--- config.mk ---
export PLATFORM = sky130hd
export DESIGN_NAME = zip_extra_field_scrubber
export DESIGN_NICKNAME = d
export VERILOG_FILES = /design/src/hw/rtl/zef_pkg.sv /design/src/hw/rtl/zip_extra_field_scrubber.sv /design/src/hw/rtl/zef_regs.sv /design/src/hw/rtl/zef_parse.sv /design/src/hw/rtl/zef_out_queue.sv
export SDC_FILE = /design/constraint.sdc
export NUM_CORES = 1
export LEC_CHECK = 0
export ABC_AREA = 1
export BUFFER_PORTS_ARGS = -buffer_cell sky130_fd_sc_hd__buf_2
export CAP_MARGIN = 10
export CORE_MARGIN = 5
export CORE_UTILIZATION = 39
export DETAILED_ROUTE_END_ITERATION = 8
export GPL_ROUTABILITY_DRIVEN = 0
export SLEW_MARGIN = 20
export SYNTH_ARGS = -nofsm -noshare
export SYNTH_HDL_FRONTEND = slang
export SYNTH_HIERARCHICAL = 1
export SYNTH_SLANG_ARGS = --single-unit
export TNS_END_PERCENT = 100
--- constraint.sdc ---
create_clock -name clk -period 6.8 [get_ports clk]
set_input_delay 1.02 -clock clk [delete_from_list [all_inputs] [get_ports clk]]
set_output_delay 1.02 -clock clk [all_outputs]
set_load 0.05 [all_outputs]
--- src/hw/rtl/zef_pkg.sv ---
// ----------------------------------------------------------------------------
// zef_pkg - shared types and constants of the extra-field scrubber
// Transaction payloads, configuration bundle, status codes and register map.
// ----------------------------------------------------------------------------
package zef_pkg;

	// one raw byte of the extra-data field
	typedef struct packed {
		logic [7:0] data_byte;
		logic       last_byte;
	} in_item_t;

	// one rewritten byte with end-of-field status
	typedef struct packed {
		logic [7:0] out_byte;
		logic       out_last;
		logic [1:0] status;
	} out_item_t;

	// configuration registers as seen by the parser
	typedef struct packed {
		logic [15:0] scrub_id_first;
		logic [15:0] scrub_id_second;
		logic [15:0] marker_id;
		logic [7:0]  fill_byte;
	} cfg_t;

	// up to two results produced by one input byte
	typedef struct packed {
		logic      push0;
		logic      push1;
		out_item_t res0;
		out_item_t res1;
	} res_pair_t;

	// status codes
	localparam logic [1:0] ST_OK      = 2'd0;
	localparam logic [1:0] ST_UNKNOWN = 2'd1;
	localparam logic [1:0] ST_TRUNC   = 2'd2;

	// register indexes (byte address is 4 * index)
	localparam logic [1:0] REG_SCRUB_FIRST  = 2'd0;
	localparam logic [1:0] REG_SCRUB_SECOND = 2'd1;
	localparam logic [1:0] REG_MARKER       = 2'd2;
	localparam logic [1:0] REG_FILL         = 2'd3;

	localparam int ADDR_W = 4;

	// register reset values
	localparam logic [15:0] RST_SCRUB_FIRST  = 16'h5455;
	localparam logic [15:0] RST_SCRUB_SECOND = 16'h7875;
	localparam logic [15:0] RST_MARKER       = 16'hFFFF;
	localparam logic [7:0]  RST_FILL         = 8'hFF;

	// result queue geometry
	localparam int QDEPTH = 4;
	localparam int QPTR_W = $clog2(QDEPTH);
	localparam int QCNT_W = $clog2(QDEPTH + 1);

endpackage

--- src/hw/rtl/zip_extra_field_scrubber.sv ---
// ----------------------------------------------------------------------------
// zip_extra_field_scrubber - ZIP extra-data field scrubber
// Rewrites selected records of an extra-data field byte by byte.
// ----------------------------------------------------------------------------
//  channel | direction | handshake         | payload
//  --------+-----------+-------------------+--------------------------------
//  in      | input     | in_valid/in_ready | in_data (data_byte, last_byte)
//  out     | output    | out_valid/ready   | out_data (out_byte, last, status)
//  cfg     | input     | psel/penable      | paddr, pwdata, prdata
//
// One byte is accepted per cycle while in_ready is high; the parser state
// updates on acceptance and its 0, 1 or 2 results enter a four-entry result
// queue, whose registers hold them until read out. The queue's single output
// port limits the stream to one result per cycle. in_ready drops while fewer
// than two entries are free. Reset empties parser and queue, resets registers.
// ----------------------------------------------------------------------------
module zip_extra_field_scrubber (
	input  logic                       clk,
	input  logic                       arst_n,
	input  logic                       in_valid,
	output logic                       in_ready,
	input  zef_pkg::in_item_t          in_data,
	output logic                       out_valid,
	input  logic                       out_ready,
	output zef_pkg::out_item_t         out_data,
	input  logic                       psel,
	input  logic                       penable,
	input  logic                       pwrite,
	input  logic [zef_pkg::ADDR_W-1:0] paddr,
	input  logic [31:0]                pwdata,
	output logic [31:0]                prdata,
	output logic                       pready
);

	zef_pkg::cfg_t      cfg;
	zef_pkg::res_pair_t res;
	logic               take;

	assign take = in_valid & in_ready;

	// configuration registers
	zef_regs u_regs (
		.clk     (clk),
		.arst_n  (arst_n),
		.psel    (psel),
		.penable (penable),
		.pwrite  (pwrite),
		.paddr   (paddr),
		.pwdata  (pwdata),
		.prdata  (prdata),
		.pready  (pready),
		.cfg     (cfg)
	);

	// record parser
	zef_parse u_parse (
		.clk    (clk),
		.arst_n (arst_n),
		.take   (take),
		.item   (in_data),
		.cfg    (cfg),
		.res    (res)
	);

	// result queue
	zef_out_queue u_queue (
		.clk       (clk),
		.arst_n    (arst_n),
		.take      (take),
		.res       (res),
		.room      (in_ready),
		.out_valid (out_valid),
		.out_ready (out_ready),
		.out_data  (out_data)
	);

endmodule

--- src/hw/rtl/zef_regs.sv ---
// ----------------------------------------------------------------------------
// zef_regs - configuration register file
// APB-style write/read access to the scrub ids, marker id and fill byte.
// ----------------------------------------------------------------------------
module zef_regs (
	input  logic                       clk,
	input  logic                       arst_n,
	input  logic                       psel,
	input  logic                       penable,
	input  logic                       pwrite,
	input  logic [zef_pkg::ADDR_W-1:0] paddr,
	input  logic [31:0]                pwdata,
	output logic [31:0]                prdata,
	output logic                       pready,
	output zef_pkg::cfg_t              cfg
);

	zef_pkg::cfg_t cfg_q;
	logic          wr_en;
	logic [1:0]    idx;

	assign pready = 1'b1;
	assign wr_en  = psel & penable & pwrite;
	assign idx    = paddr[3:2];
	assign cfg    = cfg_q;

	// register writes
	always_ff @(posedge clk or negedge arst_n) begin
		if (!arst_n) begin
			cfg_q.scrub_id_first  <= zef_pkg::RST_SCRUB_FIRST;
			cfg_q.scrub_id_second <= zef_pkg::RST_SCRUB_SECOND;
			cfg_q.marker_id       <= zef_pkg::RST_MARKER;
			cfg_q.fill_byte       <= zef_pkg::RST_FILL;
		end else if (wr_en) begin
			case (idx)
				zef_pkg::REG_SCRUB_FIRST:  cfg_q.scrub_id_first  <= pwdata[15:0];
				zef_pkg::REG_SCRUB_SECOND: cfg_q.scrub_id_second <= pwdata[15:0];
				zef_pkg::REG_MARKER:       cfg_q.marker_id       <= pwdata[15:0];
				zef_pkg::REG_FILL:         cfg_q.fill_byte       <= pwdata[7:0];
				default: ;
			endcase
		end
	end

	// read mux
	always_comb begin
		case (idx)
			zef_pkg::REG_SCRUB_FIRST:  prdata = {16'd0, cfg_q.scrub_id_first};
			zef_pkg::REG_SCRUB_SECOND: prdata = {16'd0, cfg_q.scrub_id_second};
			zef_pkg::REG_MARKER:       prdata = {16'd0, cfg_q.marker_id};
			zef_pkg::REG_FILL:         prdata = {24'd0, cfg_q.fill_byte};
			default:                   prdata = 32'd0;
		endcase
	end

endmodule

--- src/hw/rtl/zef_parse.sv ---
// ----------------------------------------------------------------------------
// zef_parse - record parser and rewriter
// Tracks the record header/payload position and produces up to two results
// for each accepted byte.
// ----------------------------------------------------------------------------
module zef_parse (
	input  logic                 clk,
	input  logic                 arst_n,
	input  logic                 take,
	input  zef_pkg::in_item_t    item,
	input  zef_pkg::cfg_t        cfg,
	output zef_pkg::res_pair_t   res
);

	localparam logic [2:0] PH_ID_LO   = 3'd0;
	localparam logic [2:0] PH_ID_HI   = 3'd1;
	localparam logic [2:0] PH_LEN_LO  = 3'd2;
	localparam logic [2:0] PH_LEN_HI  = 3'd3;
	localparam logic [2:0] PH_PAYLOAD = 3'd4;
	localparam logic [2:0] PH_PASS    = 3'd5;

	logic [2:0]  phase_q, phase_d;
	logic [7:0]  held_q, held_d;
	logic [7:0]  len_lo_q, len_lo_d;
	logic [15:0] left_q, left_d;
	logic        scrub_q, scrub_d;

	logic [15:0] rec_id;
	logic [15:0] rec_len;
	logic [15:0] left_dec;
	logic        b_last;
	logic [1:0]  st;

	assign rec_id   = {item.data_byte, held_q};
	assign rec_len  = {item.data_byte, len_lo_q};
	assign left_dec = left_q - 16'd1;
	assign b_last   = item.last_byte;

	// next state and results
	always_comb begin
		phase_d  = phase_q;
		held_d   = held_q;
		len_lo_d = len_lo_q;
		left_d   = left_q;
		scrub_d  = scrub_q;
		st       = zef_pkg::ST_OK;
		res      = '0;
		case (phase_q)
			PH_ID_HI: begin
				res.push0         = 1'b1;
				res.push1         = 1'b1;
				res.res0.out_byte = held_q;
				res.res1.out_byte = item.data_byte;
				if (rec_id == cfg.scrub_id_first || rec_id == cfg.scrub_id_second) begin
					scrub_d           = 1'b1;
					res.res0.out_byte = cfg.marker_id[7:0];
					res.res1.out_byte = cfg.marker_id[15:8];
					phase_d           = PH_LEN_LO;
					st                = zef_pkg::ST_TRUNC;
				end else if (rec_id == cfg.marker_id) begin
					scrub_d = 1'b0;
					phase_d = PH_LEN_LO;
					st      = zef_pkg::ST_TRUNC;
				end else begin
					phase_d = PH_PASS;
					st      = zef_pkg::ST_UNKNOWN;
				end
				res.res1.out_last = b_last;
				res.res1.status   = b_last ? st : zef_pkg::ST_OK;
			end
			PH_LEN_LO: begin
				len_lo_d          = item.data_byte;
				phase_d           = PH_LEN_HI;
				res.push0         = 1'b1;
				res.res0.out_byte = item.data_byte;
				res.res0.out_last = b_last;
				res.res0.status   = b_last ? zef_pkg::ST_TRUNC : zef_pkg::ST_OK;
			end
			PH_LEN_HI: begin
				left_d            = rec_len;
				phase_d           = (rec_len == 16'd0) ? PH_ID_LO : PH_PAYLOAD;
				st                = (rec_len == 16'd0) ? zef_pkg::ST_OK : zef_pkg::ST_TRUNC;
				res.push0         = 1'b1;
				res.res0.out_byte = item.data_byte;
				res.res0.out_last = b_last;
				res.res0.status   = b_last ? st : zef_pkg::ST_OK;
			end
			PH_PAYLOAD: begin
				left_d            = left_dec;
				if (left_dec == 16'd0) begin
					phase_d = PH_ID_LO;
				end
				st                = (left_dec == 16'd0) ? zef_pkg::ST_OK : zef_pkg::ST_TRUNC;
				res.push0         = 1'b1;
				res.res0.out_byte = scrub_q ? cfg.fill_byte : item.data_byte;
				res.res0.out_last = b_last;
				res.res0.status   = b_last ? st : zef_pkg::ST_OK;
			end
			PH_PASS: begin
				res.push0         = 1'b1;
				res.res0.out_byte = item.data_byte;
				res.res0.out_last = b_last;
				res.res0.status   = b_last ? zef_pkg::ST_UNKNOWN : zef_pkg::ST_OK;
			end
			default: begin
				// id low byte: held back unless the field ends here
				if (b_last) begin
					res.push0         = 1'b1;
					res.res0.out_byte = item.data_byte;
					res.res0.out_last = 1'b1;
					res.res0.status   = zef_pkg::ST_TRUNC;
				end else begin
					held_d  = item.data_byte;
					phase_d = PH_ID_HI;
				end
			end
		endcase
		// end of field: back to the start
		if (b_last) begin
			phase_d  = PH_ID_LO;
			held_d   = 8'd0;
			len_lo_d = 8'd0;
			left_d   = 16'd0;
			scrub_d  = 1'b0;
		end
	end

	// parser state
	always_ff @(posedge clk or negedge arst_n) begin
		if (!arst_n) begin
			phase_q  <= PH_ID_LO;
			held_q   <= 8'd0;
			len_lo_q <= 8'd0;
			left_q   <= 16'd0;
			scrub_q  <= 1'b0;
		end else if (take) begin
			phase_q  <= phase_d;
			held_q   <= held_d;
			len_lo_q <= len_lo_d;
			left_q   <= left_d;
			scrub_q  <= scrub_d;
		end
	end

endmodule

--- src/hw/rtl/zef_out_queue.sv ---
// ----------------------------------------------------------------------------
// zef_out_queue - result queue
// Small register queue taking up to two results per cycle and giving one.
// ----------------------------------------------------------------------------
module zef_out_queue (
	input  logic                 clk,
	input  logic                 arst_n,
	input  logic                 take,
	input  zef_pkg::res_pair_t   res,
	output logic                 room,
	output logic                 out_valid,
	input  logic                 out_ready,
	output zef_pkg::out_item_t   out_data
);

	zef_pkg::out_item_t               mem_q [zef_pkg::QDEPTH];
	logic [zef_pkg::QPTR_W-1:0]       wr_ptr_q, rd_ptr_q, wr_ptr_p1;
	logic [zef_pkg::QCNT_W-1:0]       cnt_q;
	logic                             push0, push1, pop;

	assign push0     = take & res.push0;
	assign push1     = take & res.push1;
	assign pop       = out_valid & out_ready;
	assign wr_ptr_p1 = wr_ptr_q + zef_pkg::QPTR_W'(1);

	// room for two more results
	assign room      = cnt_q <= zef_pkg::QCNT_W'(zef_pkg::QDEPTH - 2);
	assign out_valid = cnt_q != '0;
	assign out_data  = mem_q[rd_ptr_q];

	// storage
	always_ff @(posedge clk) begin
		if (push0) begin
			mem_q[wr_ptr_q] <= res.res0;
		end
		if (push1) begin
			mem_q[wr_ptr_p1] <= res.res1;
		end
	end

	// pointers and fill count
	always_ff @(posedge clk or negedge arst_n) begin
		if (!arst_n) begin
			wr_ptr_q <= '0;
			rd_ptr_q <= '0;
			cnt_q    <= '0;
		end else begin
			wr_ptr_q <= wr_ptr_q + zef_pkg::QPTR_W'(push0) + zef_pkg::QPTR_W'(push1);
			if (pop) begin
				rd_ptr_q <= rd_ptr_q + zef_pkg::QPTR_W'(1);
			end
			cnt_q <= cnt_q + zef_pkg::QCNT_W'(push0) + zef_pkg::QCNT_W'(push1)
				- zef_pkg::QCNT_W'(pop);
		end
	end

endmodule
Word level (Yosys, flattened, before mapping):

Memories as Yosys holds them, arrays and structs flattened.
Index checks and enable logic that the tools add are counted.

* reduce and logical (&&, ||, !) cells: 20
* multiplexer cells: 40
* magnitude comparators: 1
* bitwise operators: 6
* equal/unequal tests: 14
* add/sub/neg operators: 8

Operators with widths (count)
* case mux 32 bit (4 select lines): 1
* 2-to-1 mux 8 bit: 7
* == test 16 bit: 3
* logical NOT 16 bit: 2
* case mux 16 bit (2 select lines): 1
* case mux 3 bit (5 select lines): 2
* case mux 8 bit (3 select lines): 1
* 2-to-1 mux 11 bit: 2
* 2-to-1 mux 16 bit: 1
* 2-to-1 mux 2 bit: 8
* subtractor 16 x 1 -> 16 bit (second input constant): 1
* 2-to-1 mux 3 bit: 5
* AND reduction 2 bit: 7
* 2-to-1 mux 1 bit: 12
* nonzero test 3 bit: 3
* adder 3 x 1 -> 3 bit: 2
* bitwise AND 1 bit: 6
* == test 3 x 2 -> 1 bit (second input constant): 2
* == test 3 bit (second input constant): 2
* AND reduction 3 bit: 2
* OR reduction 5 bit: 1
* adder 2 x 1 -> 2 bit: 2
* adder 2 x 1 -> 2 bit (second input constant): 2
* == test 2 bit (second input constant): 2
* other kinds (11): 12

* memory bits (writable): 44
* output and inout port bits: 46
* memories kept: 1
* bits of input ports: 52
* flip-flop bits (word level): 99

Memories
* u_queue.mem_q: words 4, width 11, read ports 1, clocked after memory_dff 0, write ports 2, line zef_out_queue.sv:16 `zef_pkg::out_item_t mem_q [zef_pkg::QDEPTH];`

Depth between registers and ports, before layout:

Gate-level depths: netlist (run 1).

* word-level depth: 7
* gate-level depth with buffers: 15
* depth with buffers taken out: 15

By module:

Netlist (run 1), hierarchy kept.

Modules (own cells, without submodules)
* zef_parse: cells an instance 622, area an instance 3646.0 um^2, sequential area each 900.9 um^2, instances 1
* zef_regs: cells an instance 348, area an instance 2861.5 um^2, sequential area each 1451.4 um^2, instances 1
* zef_out_queue: cells an instance 338, area an instance 2766.4 um^2, sequential area each 1496.4 um^2, instances 1
* zip_extra_field_scrubber: cells an instance 2, area an instance 7.5 um^2, sequential area each 0.0 um^2, instances 1

Worst setup path before layout (run 1):

OpenSTA, ideal clock, no wires.

* path kind: input to register
* start: in in_data[0] (netlist name)
* end: reg u_queue/cnt_q[2] (netlist name)
* setup slack: 3759 ps
* cell stages on the path: 10
* arrival time: 2918 ps
* required time: 6677 ps
* cell sequence: clkbuf_1 > inv_1 > buf_2 > nand2_1 > nand2_1 > ha_1 > inv_1 > fa_1 > fa_1 > xnor2_1

RTL lines
* from (decl): line zip_extra_field_scrubber.sv:22 `input zef_pkg::in_item_t in_data,`
* to (signal assigned): line zef_out_queue.sv:52 `cnt_q <= cnt_q + zef_pkg::QCNT_W'(push0) + zef_pkg::QCNT_W'(push1)`
* to (decl): line zef_out_queue.sv:18 `logic [zef_pkg::QCNT_W-1:0] cnt_q;`

==> impl_metrics.csv, run 1 <==
group,metric,value,unit
logic_synthesis,yosys_warnings,6,
critical_path,path_class,"reg2reg",
logic_synthesis,ys_ff_latch,143,
finish,finalNonFillerCells,1677,
critical_path,path_max_fanout,38,
logic_synthesis,postSynthCellCount,1310,
cts,postCtsSetupBuffers,0,
timing,timing.hold.ws,0.470,ns
place,placed_cells,1645,
finish,mostFrequentLayoutCells,"580 x nand2_1, 105 x inv_1, 101 x nor2_1",
finish,final_util,43.7,%
logic_synthesis,synth_ff_type,"dfrtp_1",
critical_path,worst-path-buf-inv,3,
timing,finalHoldViolCount,0,
global_route,grt_pass1_vias,7923,
timing,fmax,290,MHz
detailed_routing,route.vias.total,8255,
cts,clockRootBuffer,"clkbuf_16",
critical_path,crit_end,"u_queue/mem_q[1][10]$_DFFE_PP_",
critical_path,cp.depth,8,
place,place_area,9620,sq um
floorplan,die_w,164,um
worst_hold_path,hold_depth,2,
timing,slew_violations,0,
logic_synthesis,yosys.area.top_type,"nand2_1",
finish,nFillCells,2414,
timing,tightest_slew,0.758,ns
finish,multi_input_area,4560,sq um
cts,clock_path_buffers,2,
finish,seqCellArea,3850,sq um
floorplan,start_util,39.5,%
floorplan,die_y,164,um
finish,layout-drive-gt1-share,14.7,%
logic_synthesis,synth_area_leaders,"nand2_1 23%, dfrtp_1 16%, edfxtp_1 14%, dfstp_2 11%, nand3_1 4.6%",
timing,finalSetupViolCount,0,
place,port_buffers,62,
cts,postCtsHoldBufs,0,
cts,clock_latency,0.43,ns
cts,cts_buffers,17,
worst_hold_path,hp-class,"reg2reg",
place,dp_hpwl,18500,um
pwr,total_leakage_power,5.05,nW
critical_path,worstSetupStartpointType,"flop",
timing,rsz0062_at_grt,"no",
logic_synthesis,netlist_area,9280,sq um
floorplan,die_area,27000,sq um
detailed_routing,vias_per_cell,4.92,
pwr,ir_drop,0.000195,V
logic_synthesis,synth-async-reset-ratio,69.2,%
critical_path,cp-end-kind,"flop",
detailed_routing,final_antenna_net_count,0,
pwr,finalPower,4.38,mW
logic_synthesis,synth_seq_area_share,41.5,%
finish,final_common_cell,"nand2_1",
floorplan,io_pins,98,
global_route,grt_pass1_wl,41500,um
finish,area_delta_synth_final,10.4,%
status,outcome,"completed",
finish,nets,1404,
floorplan,core_region_area,23500,sq um
cts,post_cts_resized,0,
timing,setup_tns,0,ns
cts,cts_tree,"yes",
detailed_routing,detail_route.wl_per_cell,15.0,um
logic_synthesis,synth_area_per_cell,7.09,sq um
cts,clk_pin_slew,0.06,ns
timing,fin_ws,3.35,ns
detailed_routing,first_pass_iters,5,
critical_path,startpoint,"u_parse/phase_q[0]$_DFFE_PN0P_",
global_route,antenna_found_initial,0,
critical_path,cp_slowest_cell,"inv_2",
detailed_routing,drcViolationCount,0,
critical_path,reg2reg_to,"u_queue/mem_q[1][10]$_DFFE_PP_",
pwr,powerDensity,427,nW/um^2
timing,period_minus_slack,3.45,ns
critical_path,cp_data_required_time,6.87,ns
finish,antennaDiodeCount,0,
critical_path,critical_path.cell_chain,"inv_2 > nor2_1 > nand2_1 > inv_1 > nand2_1 > inv_2 > nand2_1 > nand2_1",
timing,clock_skew,0.0127,ns
critical_path,critical-path-max-stage-delay,0.50,ns
cts,clock-sinks,143,
logic_synthesis,synth.top_cell.area_share,23.5,%
detailed_routing,drt-initial-drc-count,683,
critical_path,cp_common_cell,"nand2_1",
detailed_routing,wl,25200,um
critical_path,worstRegToRegCells,8,
global_route,groute.usage.overall,19.4,%
timing,relSlewSlack,49.4,%
finish,final_area,10200,sq um
critical_path,arrival,3.52,ns
floorplan,rows,56,
flow_run,drv_cap,0,
cts,cts_max_level,4,
logic_synthesis,synth_edf_count,44,
global_route,grt_overflow,0,
critical_path,rr_startpoint,"u_parse/phase_q[0]$_DFFE_PN0P_",
critical_path,path_delay_family,"simple AND/OR/NAND/NOR gates",
logic_synthesis,synthDistinctLibCells,45,
global_route,grt_max_degree,76,
place,place_ws,3.31,ns
timing,post-route-period-util,50.7,%
critical_path,reg2reg_slack,3.35,ns
## where the power goes
part | total (mW) | switching [mW] | internal, mW
registers | 1.42 | 0.222 | 1.20
clock network | 0.995 | 0.380 | 0.615
logic | 1.96 | 1.39 | 0.574
## per-layer routing
layer  wire length [um]  vias up  global-route usage, %
met5                  0        -                      0
met4                513        0                   6.52
met3               1350       36                   3.41
met2              11300      238                   30.5
met1              12000     3807                   27.0
li1                   -     4174                      -
## registers in the layout (all words and copies together) (netlist names)
| signal | cells |
|---|---|
| u_parse/held_q | 8 |
| u_parse/scrub_q | 1 |
| u_queue/mem_q | 44 |
| u_parse/left_q | 16 |
| u_parse/phase_q | 3 |
| u_regs/cfg | 56 |
| u_queue/cnt_q | 3 |
| u_parse/len_lo_q | 8 |
| u_queue/rd_ptr_q | 2 |
| u_queue/wr_ptr_q | 2 |
## how the worst min path moves through the flow
stage                                                from                               to  slack (ns)
after global routing           u_regs/cfg[50]$_DFFE_PN1P_       u_regs/cfg[50]$_DFFE_PN1P_        0.50
after CTS                 u_queue/rd_ptr_q[1]$_DFFE_PN0P_  u_queue/rd_ptr_q[1]$_DFFE_PN0P_        0.47
after global placement    u_queue/rd_ptr_q[1]$_DFFE_PN0P_  u_queue/rd_ptr_q[1]$_DFFE_PN0P_        0.45
final                     u_queue/rd_ptr_q[1]$_DFFE_PN0P_  u_queue/rd_ptr_q[1]$_DFFE_PN0P_        0.47
after detailed placement  u_queue/rd_ptr_q[1]$_DFFE_PN0P_  u_queue/rd_ptr_q[1]$_DFFE_PN0P_        0.46
after floorplan           u_queue/rd_ptr_q[1]$_DFFE_PN0P_  u_queue/rd_ptr_q[1]$_DFFE_PN0P_        0.44
## worst reg2reg max path, stage by stage (launching register included)
cell and delay (ns):
dfrtp_1 0.43, inv_2 0.08, nor2_1 0.21, nand2_1 0.38
inv_1 0.41, nand2_1 0.17, inv_2 0.50, nand2_1 0.43
nand2_1 0.49
## synthesized netlist by cell type, types with 12 or more instances
| cell type | number |
|---|---|
| buf_4 | 22 |
| xor2_1 | 16 |
| nand3_1 | 85 |
| buf_6 | 12 |
| a21oi_1 | 20 |
| inv_1 | 105 |
| dfstp_2 | 40 |
| inv_2 | 14 |
| buf_2 | 22 |
| nor2_1 | 101 |
| o21ai_0 | 67 |
| dfrtp_1 | 59 |
| nand2_1 | 580 |
| o21ai_1 | 18 |
| edfxtp_1 | 44 |
| nand4_1 | 16 |
## cell type report
class                      instances  share of cell area [%]
tap                              319                    3.90
multi-input combinational        995                    44.5
sequential                       143                    37.6
inverter                         122                    4.58
timing repair buffer              66                    3.38
clock inverter                    13                    1.82
clock buffer                      19                    4.23
## logic make-up (layout without fill, tap and decap cells)
| group | Yosys count | after routing | share of synthesized area (%) |
|---|---|---|---|
| other | 2 | 17 | 0.0809 |
| adders and majority gates | 7 | 7 | 1.19 |
| DFF | 143 | 143 | 41.5 |
| and+or+nand+nor | 820 | 820 | 37.0 |
| AOI/OAI and AO/OA | 133 | 133 | 8.56 |
| xor gates and xnor gates | 18 | 18 | 1.70 |
| buffers and inverters | 187 | 220 | 9.98 |
(Power assumes the default switching activity.)
==> run 2: changes to the inputs <==
--- a/config.mk
+++ b/config.mk
@@ -5,7 +5,7 @@
 export SDC_FILE = /design/constraint.sdc
 export NUM_CORES = 1
 export LEC_CHECK = 0
-export ABC_AREA = 1
+export ABC_AREA = 0
 export BUFFER_PORTS_ARGS = -buffer_cell sky130_fd_sc_hd__buf_2
 export CAP_MARGIN = 10
 export CORE_MARGIN = 5
==> constraint.sdc (replaced) <==
create_clock -name clk -period 3.3 [get_ports clk]
set_input_delay 0.495 -clock clk [delete_from_list [all_inputs] [get_ports clk]]
set_output_delay 0.495 -clock clk [all_outputs]
set_load 0.05 [all_outputs]
==> impl_metrics.csv, run 2 <==
group,metric,value,unit
worst_hold_path,hold_depth,2,
detailed_routing,route.vias.total,5994,
floorplan,rows,54,
place,place_area,9000,sq um
finish,mostFrequentLayoutCells,"90 x mux2_2, 63 x o21ai_0, 61 x buf_2",
global_route,grt_pass1_vias,6014,
finish,antennaDiodeCount,0,
floorplan,io_pins,98,
floorplan,core_region_area,21600,sq um
timing,tightest_slew,1.06,ns
pwr,seq_power_share,36.0,%
global_route,grt_overflow,0,
detailed_routing,first_pass_iters,5,
finish,layout-drive-gt1-share,36.4,%
critical_path,cp_slowest_cell,"nor3b_1",
logic_synthesis,synth_area_per_cell,11.4,sq um
logic_synthesis,yosys_warnings,6,
pwr,total_leakage_power,3.94,nW
logic_synthesis,synth_area_leaders,"dfrtp_1 17%, edfxtp_1 16%, dfstp_2 12%, mux2_2 12%, xor2_1 5.3%",
cts,clock_path_buffers,2,
cts,clock_latency,0.43,ns
timing,finalSetupViolCount,0,
pwr,intPower,5.09,mW
pwr,power_frac_comb,42.7,%
floorplan,die_area,24800,sq um
timing,relSlewSlack,29.1,%
cts,clock-sinks,143,
timing,fmax,361,MHz
cts,clk_pin_slew,0.06,ns
pwr,swShare,41.3,%
logic_synthesis,synthTopCellsByCount,"90 x mux2_2, 63 x o21ai_0, 60 x nand2_1",
critical_path,arrival,2.94,ns
status,outcome,"completed",
detailed_routing,drt-initial-drc-count,417,
timing,rsz0062_at_grt,"no",
finish,nets,861,
logic_synthesis,synth_seq_area_share,45.3,%
pwr,powerDensity,905,nW/um^2
logic_synthesis,ys_ff_latch,143,
detailed_routing,wl,21700,um
finish,largest_reg_flops,56,
timing,clock_skew,0.00871,ns
critical_path,cp_data_required_time,3.47,ns
cts,clockRootBuffer,"clkbuf_16",
detailed_routing,detail_route.wl_per_cell,19.8,um
critical_path,cp.depth,8,
timing,post-route-period-util,84.0,%
critical_path,path_max_fanout,10,
pwr,ir_drop,0.000431,V
logic_synthesis,yosys.area.top_type,"dfrtp_1",
logic_synthesis,netlist_area,8500,sq um
logic_synthesis,synth-async-reset-ratio,69.2,%
detailed_routing,drcViolationCount,0,
detailed_routing,final_antenna_net_count,0,
critical_path,critical_path.cell_chain,"inv_1 > ha_1 > nor3b_1 > a31oi_1 > o32ai_1 > and4b_4 > a211oi_2 > mux2_2",
critical_path,worstRegToRegCells,8,
timing,period_minus_slack,2.77,ns
logic_synthesis,synth.top_cell.area_share,17.4,%
timing,finalHoldViolCount,0,
critical_path,path_class,"reg2reg",
logic_synthesis,postSynthCellCount,748,
global_route,antenna_found_initial,0,
timing,setup_tns,0,ns
worst_hold_path,hp-class,"in2reg",
global_route,grt_pass1_wl,34200,um
timing,slew_violations,0,
finish,final_area,9580,sq um
logic_synthesis,synth_ff_type,"dfrtp_1",
floorplan,start_util,39.3,%
global_route,groute.usage.overall,18.0,%
cts,cts_tree,"yes",
critical_path,critical-path-max-stage-delay,0.55,ns
global_route,grt_max_degree,53,
critical_path,path_delay_family,"simple AND/OR/NAND/NOR gates",
place,dp_hpwl,15400,um
place,port_buffers,62,
critical_path,worstSetupStartpointType,"flop",
critical_path,worst-path-buf-inv,1,
cts,postCtsSetupBuffers,0,
logic_synthesis,synth_most_common_cell,"mux2_2",
pwr,pwr-share-clk,21.3,%
timing,timing.hold.ws,0.329,ns
critical_path,cp-end-kind,"flop",
pwr,p_switching,3.58,mW
finish,final_common_cell,"mux2_2",
flow_run,drv_cap,0,
detailed_routing,vias_per_cell,5.47,
cts,cts_buffers,17,
floorplan,die_w,158,um
floorplan,die_y,158,um
cts,cts_max_level,4,
logic_synthesis,synth_edf_count,44,
finish,area_delta_synth_final,12.8,%
logic_synthesis,synthDistinctLibCells,70,
==> run 2: metal layers <==
| layer | routed length, um | vias up | GRT usage (%) |
|---|---|---|---|
| met5 | 0 | - | 0 |
| met4 | 323 | 0 | 5.28 |
| met3 | 1090 | 22 | 3.28 |
| met2 | 10200 | 156 | 28.6 |
| met1 | 10000 | 3001 | 25.3 |
| li1 | - | 2815 | - |
==> run 2: cell type report <==
class	count	area, sq um
timing repair buffer	88	523
inverter	15	56.3
clock inverter	10	75.1
clock buffer	22	497
multi-input combinational	537	4230
tap	280	350
sequential	143	3850
fill	2053	12000
==> run 2: worst paths after layout <==
path / start / endpoint / slack [ns]
setup / recovery: u_parse/left_q[1]$_DFFE_PN0P_ / u_queue/mem_q[0][1]$_DFFE_PP_ / 0.53
hold / removal: pwdata[8] / u_regs/cfg[32]$_DFFE_PN0P_ / 0.33
setup reg to reg: u_parse/left_q[1]$_DFFE_PN0P_ / u_queue/mem_q[0][1]$_DFFE_PP_ / 0.53
hold reg to reg: u_parse/len_lo_q[6]$_DFFE_PN0P_ / u_parse/len_lo_q[6]$_DFFE_PN0P_ / 0.51
max in group asynchronous: arst_n / u_regs/cfg[37]$_DFFE_PN1P_ / 2.04
min in group asynchronous: arst_n / u_regs/cfg[31]$_DFFE_PN0P_ / 0.49
==> run 2: logic make-up (layout without fill, tap and decap cells) <==
group / after synthesis / in the layout / share of synthesized area [%]
multiplexers: 138 / 138 / 21.0
other: 2 / 17 / 0.0884
flip-flops: 143 / 143 / 45.3
AO/OA/AOI/OAI: 130 / 130 / 8.89
adder cells (fa/ha/maj): 7 / 7 / 1.30
XOR/XNOR: 54 / 54 / 5.57
buffers and inverters: 83 / 135 / 5.64
AND/OR/NAND/NOR: 191 / 191 / 12.3
==> run 2: worst register-to-register path, delay by kind of cell (launching register included) <==
kind / cells / cell delay (ns)
buffers and inverters: 1 / 0.12
AND/OR/NAND/NOR: 2 / 0.87
flip-flops: 1 / 0.44
multiplexers: 1 / 0.31
adder cells (fa/ha/maj): 1 / 0.35
AO/OA/AOI/OAI: 3 / 0.45
==> run 2: timing repair <==
item,4_1_cts,5_1_grt
hold endpoints to repair,15,0
hold buffers,1,0
gates resized for setup,0,0
endpoints found under the setup margin,0,0
==> run 2: power by group through the flow <==
stage,sequential [mW],combinational [mW],clock [mW]
after floorplan,2.87,3.04,0
after global placement,3.13,3.64,0
after detailed placement,3.14,3.70,0
after CTS,3.12,3.72,1.87
after global routing,3.21,4.05,1.96
final,3.12,3.70,1.85
==> run 2: per-stage QoR <==
step / utilization (%) / instances / setup slack [ns] / power, mW
global route: 44.3 / 1095 / 0.323 / 9.22
CTS: 44.3 / 1095 / 0.516 / 8.71
finish: 44.3 / 1095 / 0.530 / 8.67
global placement: 41.6 / 1062 / 0.359 / 6.77
detailed placement: 41.6 / 1062 / 0.312 / 6.84
floorplan: - / 763 / 0.416 / 5.91
